--- config.mk ---
export PLATFORM = sky130hd
export DESIGN_NAME = axi_lite_responder_bridge
export DESIGN_NICKNAME = d
export VERILOG_FILES = /design/src/rtl/core/alrb_pkg.sv /design/src/rtl/core/axi_lite_responder_bridge.sv
export SDC_FILE = /design/constraint.sdc
export NUM_CORES = 1
export LEC_CHECK = 0
export BUFFER_PORTS_ARGS = -buffer_cell sky130_fd_sc_hd__buf_2
export CORE_MARGIN = 10
export CORE_UTILIZATION = 54
export CTS_CLUSTER_SIZE = 20
export DETAILED_ROUTE_END_ITERATION = 10
export GPL_TIMING_DRIVEN = 0
export PLACE_DENSITY_LB_ADDON = 0.1
export SETUP_SLACK_MARGIN = 0.02
export SKIP_LAST_GASP = 1
export SLEW_MARGIN = 15
export SYNTH_ARGS = -nofsm -noshare
export SYNTH_HDL_FRONTEND = slang
export SYNTH_SLANG_ARGS = --single-unit
--- constraint.sdc ---
create_clock -name clk -period 9.9 [get_ports clk]
set_input_delay 0.99 -clock clk [delete_from_list [all_inputs] [get_ports clk]]
set_output_delay 0.99 -clock clk [all_outputs]
set_load 0.01 [all_outputs]
--- src/rtl/core/alrb_pkg.sv ---
// ----------------------------------------------------------------------------
// AXI-Lite responder bridge package
// Sizing constants, phase codes and the write strobe helpers.
// ----------------------------------------------------------------------------
package alrb_pkg;

  localparam int DATA_BYTES = 8;
  localparam int ADDR_BITS  = 32;

  // Addresses keep at most 32 significant bits.
  localparam int AddrKeep = (ADDR_BITS >= 32) ? 32 : ADDR_BITS;
  localparam logic [31:0] AddrMask = 32'((64'd1 << AddrKeep) - 64'd1);

  // All DATA_BYTES low strobe bits set.
  localparam logic [7:0] FullStrobe = 8'((16'd1 << DATA_BYTES) - 16'd1);
  localparam logic [3:0] FullBytes  = 4'(DATA_BYTES);

  localparam int NumStrobes = 15;
  typedef logic [7:0] strobe_t;
  localparam strobe_t AllowedStrobes [NumStrobes] = '{
    8'h01, 8'h02, 8'h03, 8'h04, 8'h08, 8'h0c, 8'h0f, 8'h10,
    8'h20, 8'h30, 8'h40, 8'h80, 8'hc0, 8'hf0, 8'hff
  };

  // Read and write machine phase codes.
  localparam logic       RD_ADDR = 1'b0;
  localparam logic       RD_DATA = 1'b1;
  localparam logic [1:0] WR_ADDR = 2'd0;
  localparam logic [1:0] WR_DATA = 2'd1;
  localparam logic [1:0] WR_RESP = 2'd2;
  localparam logic [1:0] WR_IDLE = 2'd3;

  function automatic logic strobe_allowed(input strobe_t s);
    logic hit;
    hit = 1'b0;
    for (int i = 0; i < NumStrobes; i++) begin
      if (AllowedStrobes[i] == s) hit = 1'b1;
    end
    return hit;
  endfunction

  function automatic logic [3:0] strobe_count(input strobe_t s);
    logic [3:0] cnt;
    cnt = 4'd0;
    for (int i = 0; i < 8; i++) begin
      cnt = cnt + {3'd0, s[i]};
    end
    return cnt;
  endfunction

  // Index of the lowest set strobe bit, 7 when none below bit 7 is set.
  function automatic logic [2:0] strobe_low(input strobe_t s);
    logic [2:0] low;
    low = 3'd7;
    for (int i = 6; i >= 0; i--) begin
      if (s[i]) low = 3'(i);
    end
    return low;
  endfunction

endpackage

--- src/rtl/core/axi_lite_responder_bridge.sv ---
// ----------------------------------------------------------------------------
// AXI-Lite responder bridge
// Plays the responder side of an AXI-Lite link, one sampled bus tick per beat.
// ----------------------------------------------------------------------------
// Each input beat carries the manager's AXI-Lite signals for one bus clock,
// and each beat produces exactly one result beat with the registered
// responder signals (arready, rvalid, rdata, awready, wready, bvalid) and any
// backing store request issued in that tick. All of a beat's work is short
// logic from the machine state registers into the result register, so a new
// beat is taken in every cycle unless a waiting result is stalled. The result
// register is the only buffer, so in_stall is raised only while a result
// waits and the output side stalls. A full strobe writes the whole bus word,
// a listed partial strobe packs the chosen bytes down to bit zero, and any
// other strobe drops the store while the write response still completes.
module axi_lite_responder_bridge
  import alrb_pkg::*;
(
  input  logic        clk,
  input  logic        rst_n,
  input  logic        in_valid,
  output logic        in_stall,
  input  logic        in_read_addr_valid,
  input  logic [31:0] in_read_addr,
  input  logic        in_read_data_ready,
  input  logic        in_write_addr_valid,
  input  logic [31:0] in_write_addr,
  input  logic        in_write_data_valid,
  input  logic [63:0] in_write_data,
  input  logic [7:0]  in_write_strobe,
  input  logic        in_write_resp_ready,
  input  logic [63:0] in_fetched_word,
  output logic        out_valid,
  input  logic        out_stall,
  output logic        out_read_addr_ready,
  output logic        out_read_data_valid,
  output logic [63:0] out_read_data,
  output logic        out_write_addr_ready,
  output logic        out_write_data_ready,
  output logic        out_write_resp_valid,
  output logic        out_fetch_request,
  output logic [31:0] out_fetch_addr,
  output logic        out_store_request,
  output logic [31:0] out_store_addr,
  output logic [63:0] out_store_data,
  output logic [3:0]  out_store_bytes
);

  // Machine state. The bus flags double as the flag fields of the result,
  // since they only change when a beat is taken.
  logic        read_phase_r,  read_phase_nxt;
  logic [1:0]  write_phase_r, write_phase_nxt;
  logic [31:0] held_addr_r,   held_addr_nxt;
  logic        arready_r,     arready_nxt;
  logic        rvalid_r,      rvalid_nxt;
  logic [63:0] rdata_r,       rdata_nxt;
  logic        awready_r,     awready_nxt;
  logic        wready_r,      wready_nxt;
  logic        bvalid_r,      bvalid_nxt;

  // Per-beat request fields of the result register.
  logic        out_valid_r;
  logic        fetch_req_r,   fetch_req_nxt;
  logic [31:0] fetch_addr_r,  fetch_addr_nxt;
  logic        store_req_r,   store_req_nxt;
  logic [31:0] store_addr_r,  store_addr_nxt;
  logic [63:0] store_data_r,  store_data_nxt;
  logic [3:0]  store_bytes_r, store_bytes_nxt;

  logic        in_accept;
  logic [3:0]  strb_cnt;
  logic [2:0]  strb_low;
  logic [63:0] byte_mask;

  // A waiting result blocks the input only when it cannot leave this cycle.
  assign in_stall  = out_valid_r && out_stall;
  assign in_accept = in_valid && !in_stall;

  // Byte packing for partial strobes: count and lowest lane.
  assign strb_cnt  = strobe_count(in_write_strobe);
  assign strb_low  = strobe_low(in_write_strobe);
  assign byte_mask = (strb_cnt >= 4'd8) ? '1
                   : ((64'd1 << {strb_cnt[2:0], 3'b000}) - 64'd1);

  always_comb begin
    read_phase_nxt  = read_phase_r;
    write_phase_nxt = write_phase_r;
    held_addr_nxt   = held_addr_r;
    arready_nxt     = arready_r;
    rvalid_nxt      = rvalid_r;
    rdata_nxt       = rdata_r;
    awready_nxt     = awready_r;
    wready_nxt      = wready_r;
    bvalid_nxt      = bvalid_r;
    fetch_req_nxt   = 1'b0;
    fetch_addr_nxt  = '0;
    store_req_nxt   = 1'b0;
    store_addr_nxt  = '0;
    store_data_nxt  = '0;
    store_bytes_nxt = '0;

    // Read machine: arready, then a fetch on the address handshake, then
    // rvalid until the manager takes the data.
    case (read_phase_r)
      RD_ADDR: begin
        arready_nxt = 1'b1;
        if (arready_r && in_read_addr_valid) begin
          arready_nxt    = 1'b0;
          fetch_req_nxt  = 1'b1;
          fetch_addr_nxt = in_read_addr & AddrMask;
          rdata_nxt      = in_fetched_word;
          read_phase_nxt = RD_DATA;
        end
      end
      RD_DATA: begin
        rvalid_nxt = 1'b1;
        if (rvalid_r && in_read_data_ready) begin
          rvalid_nxt     = 1'b0;
          read_phase_nxt = RD_ADDR;
        end
      end
      default: begin
        read_phase_nxt = RD_ADDR;
      end
    endcase

    // Write machine: address, data with the store, then the response.
    case (write_phase_r)
      WR_ADDR: begin
        awready_nxt = 1'b1;
        if (awready_r && in_write_addr_valid) begin
          awready_nxt     = 1'b0;
          held_addr_nxt   = in_write_addr & AddrMask;
          write_phase_nxt = WR_DATA;
        end
      end
      WR_DATA: begin
        wready_nxt = 1'b1;
        if (wready_r && in_write_data_valid) begin
          wready_nxt = 1'b0;
          if (strobe_allowed(in_write_strobe)) begin
            store_req_nxt  = 1'b1;
            store_addr_nxt = held_addr_r;
            if (in_write_strobe == FullStrobe) begin
              store_data_nxt  = in_write_data;
              store_bytes_nxt = FullBytes;
            end else begin
              store_data_nxt  = (in_write_data >> {strb_low, 3'b000}) & byte_mask;
              store_bytes_nxt = strb_cnt;
            end
          end
          write_phase_nxt = WR_RESP;
        end
      end
      WR_RESP: begin
        bvalid_nxt = 1'b1;
        if (bvalid_r && in_write_resp_ready) begin
          bvalid_nxt      = 1'b0;
          write_phase_nxt = WR_ADDR;
        end
      end
      WR_IDLE: begin
        // The unused phase falls back to the address phase, flags untouched.
        write_phase_nxt = WR_ADDR;
      end
      default: begin
        write_phase_nxt = WR_ADDR;
      end
    endcase
  end

  always_ff @(posedge clk) begin
    if (!rst_n) begin
      read_phase_r  <= RD_ADDR;
      write_phase_r <= WR_ADDR;
      held_addr_r   <= '0;
      arready_r     <= 1'b0;
      rvalid_r      <= 1'b0;
      rdata_r       <= '0;
      awready_r     <= 1'b0;
      wready_r      <= 1'b0;
      bvalid_r      <= 1'b0;
      out_valid_r   <= 1'b0;
    end else begin
      if (in_accept) begin
        read_phase_r  <= read_phase_nxt;
        write_phase_r <= write_phase_nxt;
        held_addr_r   <= held_addr_nxt;
        arready_r     <= arready_nxt;
        rvalid_r      <= rvalid_nxt;
        rdata_r       <= rdata_nxt;
        awready_r     <= awready_nxt;
        wready_r      <= wready_nxt;
        bvalid_r      <= bvalid_nxt;
        out_valid_r   <= 1'b1;
      end else if (!out_stall) begin
        out_valid_r   <= 1'b0;
      end
    end
  end

  // Request fields carry no reset; they are qualified by out_valid.
  always_ff @(posedge clk) begin
    if (in_accept) begin
      fetch_req_r   <= fetch_req_nxt;
      fetch_addr_r  <= fetch_addr_nxt;
      store_req_r   <= store_req_nxt;
      store_addr_r  <= store_addr_nxt;
      store_data_r  <= store_data_nxt;
      store_bytes_r <= store_bytes_nxt;
    end
  end

  assign out_valid            = out_valid_r;
  assign out_read_addr_ready  = arready_r;
  assign out_read_data_valid  = rvalid_r;
  assign out_read_data        = rdata_r;
  assign out_write_addr_ready = awready_r;
  assign out_write_data_ready = wready_r;
  assign out_write_resp_valid = bvalid_r;
  assign out_fetch_request    = fetch_req_r;
  assign out_fetch_addr       = fetch_addr_r;
  assign out_store_request    = store_req_r;
  assign out_store_addr       = store_addr_r;
  assign out_store_data       = store_data_r;
  assign out_store_bytes      = store_bytes_r;

endmodule

==> results of run 1 <==
[power breakdown]
part	leakage [nW]	total [W]	switching (W)	internal [W]
registers	2.21	0.00110	0.0000124	0.00109
logic	3.59	0.000401	0.000250	0.000150
clock network	0.396	0.000912	0.000387	0.000525
total	6.19	0.00241	0.000650	0.00176
[flip-flops by register name, summed over array words and instances (netlist names)]
signal                flops
out_store_addr           32
out_store_bytes           4
out_fetch_request         1
held_addr_r              32
out_read_addr_ready       1
out_store_data           64
out_read_data            64
out_write_data_ready      1
out_read_data_valid       1
out_fetch_addr           32
out_valid                 1
write_phase_r             2
out_write_addr_ready      1
out_store_request         1
out_write_resp_valid      1
read_phase_r              1
[stage by stage]
step | hold slack (ps) | worst slack (ps) | std cells | utilization
after floorplan | 439 | 4770 | 1117 | -
after global routing | 475 | 3630 | 1853 | 0.699
after CTS | 461 | 4030 | 1851 | 0.699
after global placement | 444 | 3360 | 1804 | 0.659
after detailed placement | 453 | 3480 | 1805 | 0.661
final | 456 | 3810 | 1854 | 0.700
[cell usage in the layout, fill, tap and decap left out, drive strengths merged, types with 4 or more instances in the layout]
cell and count:
a221oi 11, clkbuf 82, fa 4, a211oi 11, a22oi 21, a21boi 100, ha 7, a2bb2oi 8
a222oi 10, a22o 7, nor3 8, o31ai 4, edfxtp 134, nand2 257, nor2 49, inv 32
mux2 15, o22ai 6, a31oi 14, a21oi 40, and3 7, and2 37, o221ai 7, nor2b 38
mux2i 34, o2bb2ai 4, clkinv 10, a2111o 7, nand3 12, o21ai 20, dfxtp 105, o211a 4
o211ai 4, buf 442
[per-layer routing]
layer / share of wire / wire (µm)
met1: 0.35 / 14600
met2: 0.47 / 19900
met3: 0.13 / 5670
met4: 0.045 / 1880
met5: 0.00081 / 34
[how the worst max path moves through the flow]
stage	endpoint	startpoint	slack, ps	depth (start not counted)
floorplan	out_store_data[48]	in_write_strobe[0]	4770	16
global placement	out_read_data[27]	out_stall	3360	9
detailed placement	out_store_data[40]	in_write_strobe[0]	3480	18
CTS	out_store_data[40]	in_write_strobe[0]	4030	18
global route	out_store_data[40]	in_write_strobe[0]	3630	18
finish	out_store_data[40]	in_write_strobe[0]	3810	18
[final cells by class]
class	instances	area, µm²
fillers	1673	6270
well taps	275	344
clock buffers	34	701
clock inverters	12	98.8
diodes	3	7.51
plain buffers	77	388
inverters	31	121
repair buffers	413	2090
multi-input cells	770	4740
flip-flops and latches	239	6130
[worst max-delay path: cells and delay by family]
kind                     cells  cell delay, ps
AO/OA/AOI/OAI                3            1480
adder cells (fa/ha/maj)      5            1970
buffers and inverters        7            1550
AND/OR/NAND/NOR              3             470
[kinds of logic (layout without fill, tap and decap cells)]
| group | Yosys count | count (layout) |
|---|---|---|
| mux | 49 | 49 |
| simple gates | 420 | 420 |
| fa+ha+maj | 11 | 11 |
| compound gates | 290 | 290 |
| other cells | 0 | 3 |
| flops | 239 | 239 |
| buf+inv | 108 | 567 |
==> results by group, run 1 <==
Logic synthesis
  – Synth Area in Compound Gates: 0.189
  – Ys Warns: 0
  – Post-synthesis mux area share: 0.0448
  – Post-Synth Adder-Cell Area: 0.0147
  – Post-synthesis area per instance: between 10 and 15 µm²
  – Number of synthesized flops with an enable pin: approximately 130
  – Synth Instances: ~1100
  – Synth Flop Type: edfxtp_1
  – Biggest area consumer among synthesized cells: edfxtp_1
  – Syn_nets: roughly 1300
  – Synth unique cells: between 60 and 70
  – Area contributors post-synth: edfxtp_1 (35%), dfxtp_1 (18%), nand2_1 (8.5%)
  – Top post-synthesis cells by count: nand2_1 (256), edfxtp_1 (134), dfxtp_1 (105), a21boi_0 (100), clkbuf_1 (48)
  – Seq/Total Area, Yosys: 0.539
  – Post-Synth XOR/XNOR Area: 0
  – #FFs+latches synth: 239
  – Most frequent cell after synthesis: nand2_1
  – Largest family of logic cells by synthesized area: compound AO/OA/AOI/OAI gates
  – Yosys top cell area share: 0.354
  – Simple logic cell fraction of the synthesized area: 0.168
  – Post-synth ARST share: 0
  – Synth Cell Area: 0.0114 mm²

Global route
  – Global-route wire length before repair: between 60000 and 70000 µm
  – Vias in the first global route: around 11000
  – Met1 usage: 0.327
  – Total GRT Usage: 0.292
  – GR met3 Demand/Resource: 0.117
  – Top Usage Layer GRT: met2
  – GR Util met2: 0.485
  – Largest net degree at the start of global routing: ~90
  – Initial antenna violation count: 8
  – Congestion Overflow GR: 0

Worst setup path
  – R2R Setup Slk: approximately 7400 ps
  – Req. time, crit path: 10300 ps
  – Critical Path Start Type: input pin
  – R2R depth: 6
  – Crit-path most repeated cell: fa_1
  – Critical path class: input pin to register
  – Slowest CP cell: a211oi_1
  – Crit Path Max Fanout: 12
  – CP Capture Type: register
  – Worst-path cell chain: buf_2 -> buf_4 -> inv_1 -> clkbuf_1 -> fa_1 -> fa_1 -> fa_1 -> inv_1 -> ha_1 -> inv_1 -> fa_1 -> nor2b_1 -> a21o_1 -> nand2b_1 -> clkbuf_1 -> a211oi_1 -> a22oi_1 -> nor2_1
  – Reg-to-reg endpoint: out_store_data[17]
  – RR Startpoint: write_phase_r[0]
  – CP max stage delay: 1050 ps
  – Worst EP arrival: approximately 6500 ps

Layout
  – Final instance area: about 0.015 mm²
  – Layout cells sized above 1: 0.324
  – Area grow syn2layout: 28.5%
  – Layout Nets: 1777

Floorplanning
  – Die H: approximately 170 µm
  – Die footprint: between 0.02 and 0.03 mm²
  – Initial Util: 0.544
  – IO Count: between 400 and 500
  – Row count: 53
  – Core area: 0.0209 mm²
  – Die W: around 170 µm

STA
  – Post-route minimum period: 6090 ps
  – Crit share post-route: 0.615
  – Slew headroom: 0.209
  – Worst slew pin tran: 1180 ps
  – Final count of negative-setup-slack endpoints: 0
  – Fin. Hold Viols: 0
  – Setup TNS Final: 0 ps
  – Post-route clock skew: between 15 and 20 ps
  – Unrepaired setup endpoints after global routing: false
  – Peak Freq: between 150 and 200 MHz
  – Final Slew Violations: 0

Run status
  – Status: finished, final reports clean

Clocking
  – CTS root buf: clkbuf_16
  – CTS Sinks: 239
  – Post-CTS Hold Buffers: 0
  – Later-pin clock latency in the skew report: 550 ps
  – CTS resizes: 0
  – Post-CTS setup repair buffer count: 0
  – Maximum root-to-sink buffer count: 3
  – H-tree lvl count: 1
  – CTS tree: done
  – Clock transition at path regs: approximately 60 ps
  – CTS buffer count: 25

Drt
  – Vias post-DR: between 10000 and 15000
  – First DRT Iteration DRCs: between 1000 and 1500
  – Drt first pass iters: 5
  – WL/cell: between 20 and 25 µm
  – Drt drc: 0
  – Final WL: between 40000 and 50000 µm
  – Vias per cell: 5.69
  – Post-DRT Antenna Nets: 0

Placement
  – Port bufs: about 410
  – Placed cell areas: about 0.014 mm²
  – DP HPWL: approximately 32000 µm
  – Gpl congestion: slightly below 1

Power
  – Power, Total: about 0.0024 W
  – Peak supply drop: 0.131 mV
  – PD cells: 165 mW/mm²
  – Pleak: 6.19 nW

Worst hold path
  – Worst Hold Class: register to register
  – Worst Hold Launch: out_read_data[6]
  – Worst Hold Endpoint: out_read_data[6]
  – WHS Path Cells: 2

Flow run
  – MaxCap Viol Count: 0
Power figures use the tool's default switching activity.
==> run 2: changes to the inputs <==
CORE_UTILIZATION = 45   (was 54)
clock period = 5.5 ns   (was 9.9 ns; I/O delays follow)
==> run 2 against run 1 <==
Register-to-register slack worse by 4400 ps. Clock-buffer cell count increased by 6. Design area rose by 0.78%. Utilization decreased by 11 points. Via count fell by 0.80%. Cell count up 3.2%. Die area is 17% higher. Sequential share of layout area fell by 0.32 points. Non-clock buffer count is the same. Clock power rose by 84%. Sequential power up 80%.
==> results by group, run 2 (synthesized netlist as in run 1, its figures left out) <==
Run status
  – Status: finished, final reports clean (unchanged)

STA
  – Hold_ws: 254 ps (was 456 ps)
  – Worst slew pin tran: 1130 ps (was 1180 ps)
  – Final Slew Violations: 0 (unchanged)
  – PnR worst setup slack: 80.7 ps (was 3810 ps)
  – Post-route clock skew: 11.3 ps (was 18.0 ps)
  – Post-route minimum period: 5420 ps
  – Setup TNS Final: 0 ps (unchanged)
  – Final count of negative-setup-slack endpoints: 0 (unchanged)
  – Fin. Hold Viols: 0 (unchanged)
  – Crit share post-route: 0.985
  – Slew headroom: 0.246 (was 0.209)
  – Peak Freq: between 150 and 200 MHz
  – Unrepaired setup endpoints after global routing: false (unchanged)

Power
  – Peak supply drop: 0.290 mV (was 0.131 mV)
  – PD cells: 298 mW/mm² (was 165 mW/mm²)
  – Pleak: 6.21 nW (was 6.19 nW)

Worst setup path
  – Reg-to-reg endpoint: out_store_data[22] (was out_store_data[17])
  – CP Capture Type: register (unchanged)
  – Worst EP arrival: 5820 ps (was 6490 ps)
  – RR Startpoint: out_write_data_ready (was write_phase_r[0])
  – R2R Setup Slk: 2940 ps (was 7380 ps)
  – Critical path class: input pin to register (unchanged)
  – Crit Path Max Fanout: 12 (unchanged)
  – R2R depth: 6 (unchanged)
  – Req. time, crit path: 5900 ps (was 10300 ps)
  – Critical Path Start Type: input pin (unchanged)

Floorplanning
  – Die W: 179 µm (was 165 µm)
  – IO Count: 414 (unchanged)
  – Die footprint: 0.0320 mm² (was 0.0273 mm²)
  – Die H: 179 µm (was 165 µm)
  – Core area: 0.0250 mm² (was 0.0209 mm²)
  – Initial Util: 0.454 (was 0.544)
  – Row count: 58 (was 53)

Clocking
  – H-tree lvl count: 1 (unchanged)
  – CTS Sinks: 239 (unchanged)
  – Later-pin clock latency in the skew report: 540 ps (was 550 ps)
  – Clock transition at path regs: 60 ps (about the same)
  – Post-CTS setup repair buffer count: 0 (unchanged)
  – CTS tree: done (unchanged)
  – Maximum root-to-sink buffer count: 3 (unchanged)
  – Post-CTS Hold Buffers: 0 (unchanged)
  – CTS root buf: clkbuf_16 (unchanged)
  – CTS buffer count: 26 (was 25)

Layout
  – Utilization after layout: 0.588 (was 0.700)
  – Commonest cells after routing, fill and taps aside: buf_2 (430), nand2_1 (256), edfxtp_1 (134) (unchanged)
  – Layout Nets: 1778 (was 1777)
  – Final instance area: 0.0147 mm² (was 0.0146 mm²)
  – Layout cells sized above 1: 0.328 (was 0.324)
  – Most common cell after layout, fill and taps aside: buf_2 (unchanged)
  – Area grow syn2layout: 29.6% (was 28.5%)

Global route
  – Largest net degree at the start of global routing: 83 (was 89)
  – Vias in the first global route: 10556 (was 10534)
  – Total GRT Usage: 0.251 (was 0.292)
  – Initial antenna violation count: 9 (was 8)
  – Congestion Overflow GR: 0 (unchanged)
  – Global-route wire length before repair: 62000 µm (was 61000 µm)

Worst hold path
  – WHS Path Cells: 3 (was 2)
  – Worst Hold Launch: in_fetched_word[34] (was out_read_data[6])
  – Worst Hold Endpoint: out_read_data[34] (was out_read_data[6])
  – Worst Hold Class: input pin to register (was register to register)

Flow run
  – MaxCap Viol Count: 0 (unchanged)

Placement
  – Setup WS pre-CTS: -445 ps (was 3480 ps)
  – DP HPWL: 32500 µm (was 32400 µm)
  – Gpl congestion: 0.983 (was 0.988)
  – Port bufs: 412 (unchanged)
  – Placed cell areas: 0.0139 mm² (was 0.0138 mm²)

Drt
  – Final WL: 42200 µm (was 42100 µm)
  – WL/cell: 22.0 µm (was 22.7 µm)
  – Post-DRT Antenna Nets: 0 (unchanged)
  – First DRT Iteration DRCs: 921 (was 1110)
  – Drt first pass iters: 7 (was 5)
  – Vias post-DR: 10459 (was 10543)
  – Vias per cell: 5.46 (was 5.69)
  – Drt drc: 0 (unchanged)
[run 2: cell count changes in the layout (fill, tap and decap cells not counted), sizes merged]
cell and change:
clkbuf +6, clkinv -3, inv -1, diode +3
[run 2: how the worst max path moves through the flow]
stage	start	end	slack [ps]
CTS	in_write_strobe[0]	out_store_data[40]	90
global route	in_write_strobe[0]	out_store_data[5]	20
finish	in_write_strobe[0]	out_store_data[5]	80
detailed placement	in_write_strobe[0]	out_store_data[40]	-450
global placement	out_stall	out_read_data[58]	-780
floorplan	in_write_strobe[0]	out_store_data[48]	810
[run 2: layout make-up]
type,count,area (µm²)
fillers,2277,10300
plain buffers,77,388
well taps,330,413
inverters,31,121
clock buffers,40,748
clock inverters,8,76.3
multi-input cells,770,4750
flip-flops and latches,239,6130
diodes,6,15.0
repair buffers,413,2090
[run 2: metal layers]
metal  wire length [µm]  global-route usage  vias to the layer above
met3               5890              0.0929                       89
met2              20000               0.424                      605
met4               1160              0.0772                        4
li1                   -                   -                     4872
met1              15100               0.290                     4889
met5                 22                   0                        -
[run 2: what timing repair did]
item / 4_1_cts / 5_1_grt
gates resized for setup: 0 / 2
hold endpoints to repair: 0 / 0
endpoints found under the setup margin: 0 / 12
[run 2: where the power goes]
part	total (W)	internal [W]	switching, W
registers	0.00198	0.00195	0.0000222
clock network	0.00168	0.000983	0.000700
logic	0.000729	0.000275	0.000454
[run 2: worst max-delay path, cell delays in order]
cell and delay (ps):
buf_2 120, buf_4 170, inv_1 160, clkbuf_1 660
fa_1 540, fa_1 510, fa_1 410, inv_1 60
ha_1 170, inv_1 60, fa_1 560, nor2b_1 220
a21oi_1 900, o221ai_1 270, a31oi_1 240, o221a_2 210
[run 2: through the flow]
stage,std cells,total power (W)
final,1914,0.00439
after global routing,1913,0.00455
after CTS,1908,0.00440
after detailed placement,1860,0.00272
after global placement,1859,0.00271
after floorplan,1117,0.00241
